===== src/design/bfv_pkg.sv =====
package bfv_pkg;

    localparam int MAX_CORNERS = 8;
    localparam int COORD_W     = 32;
    localparam int POINT_W     = 34;
    localparam int PROD_W      = 50;
    localparam int SUM_W       = 52;
    localparam int CFG_IDX_W   = 8;
    localparam int CFG_REGS    = 8;

    typedef logic signed [POINT_W-1:0] point_coord_t;
    typedef logic signed [SUM_W-1:0]   hsum_t;
    typedef logic [3:0][3:0][COORD_W-1:0] matrix_t;
    typedef logic [CFG_REGS-1:0][63:0] cfg_bank_t;

    localparam logic [63:0] CFG_RESET [CFG_REGS] = '{
        64'h0000_0000_0001_0000, 64'h0, 64'h0001_0000_0000_0000, 64'h0,
        64'h0, 64'h0000_0000_0001_0000, 64'h0, 64'h0001_0000_0000_0000
    };

endpackage


===== src/design/bfv_bounds_check.sv =====
module bfv_bounds_check
(
    input  bfv_pkg::hsum_t hx,
    input  bfv_pkg::hsum_t hy,
    input  bfv_pkg::hsum_t hz,
    input  bfv_pkg::hsum_t hw,
    output logic           in_bounds
);

    localparam int CW = bfv_pkg::SUM_W + 3;

    logic signed [CW-1:0] w1, w3, nw1, nw3, nx, ny, nz;
    logic ok_x, ok_y, ok_z;

    always_comb
    begin
        w1  = CW'(hw);
        w3  = (w1 <<< 1) + w1;
        nw1 = -w1;
        nw3 = -w3;
        nx  = CW'(hx);
        ny  = CW'(hy);
        nz  = CW'(hz);
        // cross-multiplied ratio tests, bounds flip when w is negative
        if (!hw[bfv_pkg::SUM_W-1])
        begin
            ok_x = (nx > nw3) && (nx < w1);
            ok_y = (ny > nw1) && (ny < w3);
            ok_z = (nz > 0)   && (nz < w1);
        end
        else
        begin
            ok_x = (nx < nw3) && (nx > w1);
            ok_y = (ny < nw1) && (ny > w3);
            ok_z = (nz < 0)   && (nz > w1);
        end
        in_bounds = (hw != '0) && ok_x && ok_y && ok_z;
    end

endmodule


===== config.mk =====
export PLATFORM = sky130hd
export DESIGN_NAME = bfv_bounds_check
export DESIGN_NICKNAME = d
export VERILOG_FILES = /design/src/design/bfv_pkg.sv /design/src/design/bfv_bounds_check.sv
export SDC_FILE = /design/constraint.sdc
export NUM_CORES = 1
export LEC_CHECK = 0
export BUFFER_PORTS_ARGS = -buffer_cell sky130_fd_sc_hd__buf_2
export CORE_MARGIN = 8
export CORE_UTILIZATION = 55
export DETAILED_ROUTE_END_ITERATION = 12
export PLACE_DENSITY = 0.81
export SYNTH_ARGS = -nofsm -noshare
export SYNTH_HDL_FRONTEND = slang
export SYNTH_SLANG_ARGS = --single-unit

===== constraint.sdc =====
create_clock -name vclk -period 8.3
set_input_delay 1.66 -clock vclk [all_inputs]
set_output_delay 1.66 -clock vclk [all_outputs]
set_load 0.01 [all_outputs]

==> results.ini <==
[worst_setup_path]
cpPeakStageDelay_ns = 0.61
worstSetupPathType = input pin to primary output
path_max_fanout = 5
startpoint_type = input pin
cp-end-kind = primary output
required_ns = 6.64
cp.arrival_ns = 7.03
slowest_stage = or4_4
critPathMostFrequentCell = buf_4

[timing]
rsz0062_at_grt = true
timing.fmax_mhz = 115
finalCriticalPeriod_ns = 8.69
fin_crit_sh = 1.05
hold_viol_final = 0
whs_ns = 4.04
worst_slack_ns = -0.392
worst_slew_pin_slew_ns = 0.793
tns_ns = -0.392
final-max-slew-violation-count = 0
slew_headroom = 0.466
setup_viol = 1

[yosys]
netlist_area_um2 = 12700
yosysTopAreaCell = ha_1
netlist.area_leader.share = 0.362
synth_area_per_cell_um2 = 7.53
ys_seq_area_frac = 0
yosys_warnings = 0
ys_types = 93
syn_nets = 2265
synthTopCellsByArea = ha_1 36%, xnor2_1 6.8%, a21o_1 6.3%, a21oi_1 5.4%, nand4_1 4.7%
synthCells = 1688

[floorplanning]
start_util = 0.562
die-area_um2 = 28200
rows = 55
core_um2 = 22600
die_h_um = 168
die_w_um = 168
ioPinCount = 209

[global_routing]
grtUsageTotal = 0.398
grt_pass1_wl_um = 90500
gr-total-overflow = 0
antenna_found_initial = 4
grt_max_degree = 13
grt_pass1_vias = 17000

[power]
power_density_nw_per_um2 = 83.1
leakage_uw = 0.00943
ir_drop_uv = 41.8

[placement]
port_buffers = 209
place_ws_ns = -0.822
place.gp.congestion = 1.07
place_hpwl_um = 50200

[final_layout]
nClkBuffers = 0
fill_cells = 1589
design.seq.count = 0
syn_to_final_growth_pct = 45.0
drive_above_1_share = 0.360
regArea_um2 = 0
multi_input_area_um2 = 13000
fin_nets = 2929

[run]
maxCapViolCount = 0

[min_path]
hold_end = in_bounds
holdPathStages = 7
hp-start = hz[50]
worst_hold_path_type = input pin to primary output

[routing]
drt-total-wl_um = 59100
vias = 17000
drt-wirelength-per-cell_um = 22.4
drtIter0Drc = 1884
drc = 0
viasPerCell = 6.46
first_pass_iters = 6
postRouteAntennaNets = 0

[outcome]
violations = setup timing
status = complete, but fails checks

[clock_network]
cts_hold_buf = 0

## logic make-up (layout without fill, tap and decap cells)
logic type,Yosys count,count (layout),share of synthesized area
muxes,6,6,0.00502
other,0,3,0
xor gates and xnor gates,124,124,0.0854
buffers and inverters,128,790,0.0407
AOI/OAI and AO/OA,499,499,0.268
and+or+nand+nor,562,562,0.237
adders and majority gates,369,369,0.364
## cell usage in the layout, fill, tap and decap left out, types with 5 or more instances in the layout
master,n
a21boi_0,5
inv_2,10
nor3_1,26
o31ai_1,8
nor2_1,98
ha_1,344
xor2_1,24
o21ai_0,70
o211ai_1,22
nand2b_1,8
o21a_1,22
and2_1,16
nand2_1,121
a211oi_1,13
ha_2,7
o21ai_1,14
or2_2,8
a21oi_2,15
or3_1,5
buf_4,475
and4_1,15
nand4_1,96
a21oi_1,122
inv_1,85
a31oi_1,10
nor2b_1,16
buf_6,10
buf_2,204
nand3_1,51
and3_1,22
a21o_1,106
nor4_1,27
ha_4,17
xnor2_1,98
## area by class of cell
class	instances	area share
multi-input cells	1560	0.702
repair buffers	691	0.257
inverters	99	0.0212
well taps	285	0.0193
diodes	3	0.000407
## synth_stat cells, types with 4 or more instances
library cell,count
ha_1,368
xnor2_1,99
a21boi_0,9
buf_2,5
and2_1,16
nand2b_1,9
clkbuf_1,18
nand3_1,52
xor2_1,25
o31ai_1,9
or3_1,9
a221oi_1,4
a21oi_2,4
nand2_1,122
o21ai_1,6
nor2b_1,16
o21a_1,22
a211oi_1,15
o211ai_1,22
nor4_1,33
o21ai_0,82
a21oi_1,137
nor2_1,101
inv_1,99
or2_2,8
a31oi_1,13
a22o_1,4
nand4_1,96
and4_1,15
a21o_1,106
and3_1,23
o22ai_1,5
nor3_1,31
nor3b_1,5
o2111ai_1,4
## worst max path at each step
stage,start,to,slack [ns],depth (start not counted)
3_3_place_gp,hw[4],in_bounds,-0.65,26
3_5_place_dp,hw[4],in_bounds,-0.82,26
6_report,hw[13],in_bounds,-0.39,27
2_1_floorplan,hw[5],in_bounds,0.02,23
4_1_cts,hw[4],in_bounds,-0.22,27
5_1_grt,hw[20],in_bounds,-0.54,28
## metal layers
metal | vias to the layer above | track usage | share of wire
li1 | 7782 | - | -
met1 | 7905 | 0.509 | 0.40
met2 | 1111 | 0.635 | 0.43
met3 | 246 | 0.0788 | 0.12
met4 | 2 | 0.183 | 0.052
met5 | - | 0 | 0.00019
## critical path: cells and delay by family
family,cells,cell delay [ns]
adders and majority gates,2,0.69
AOI/OAI and AO/OA,7,1.35
buffers and inverters,8,1.06
xor gates and xnor gates,1,0.13
and+or+nand+nor,9,2.12
## what timing repair did
action | CTS | global route
setup endpoints to repair | 1 | 1
gates resized for setup | 135 | 42
setup buffers | 16 | 11
cloned | 0 | 0
pin swaps | 49 | 30
## stage by stage
stage                     utilization  cells  power, uW  area, um2
after floorplan                     -   1688        733      12700
after CTS                       0.802   2624       1440      18200
after detailed placement        0.769   2608       1370      17400
after global routing            0.815   2638       1650      18400
after global placement          0.769   2608       1320      17400
final                           0.815   2638       1530      18400
## power by group
group / internal, uW / switching, uW
combinational: 711 / 822
clock: 0.0000485 / 0
sequential: 0 / 0
Note: power is estimated with default switching activity, not from simulation.
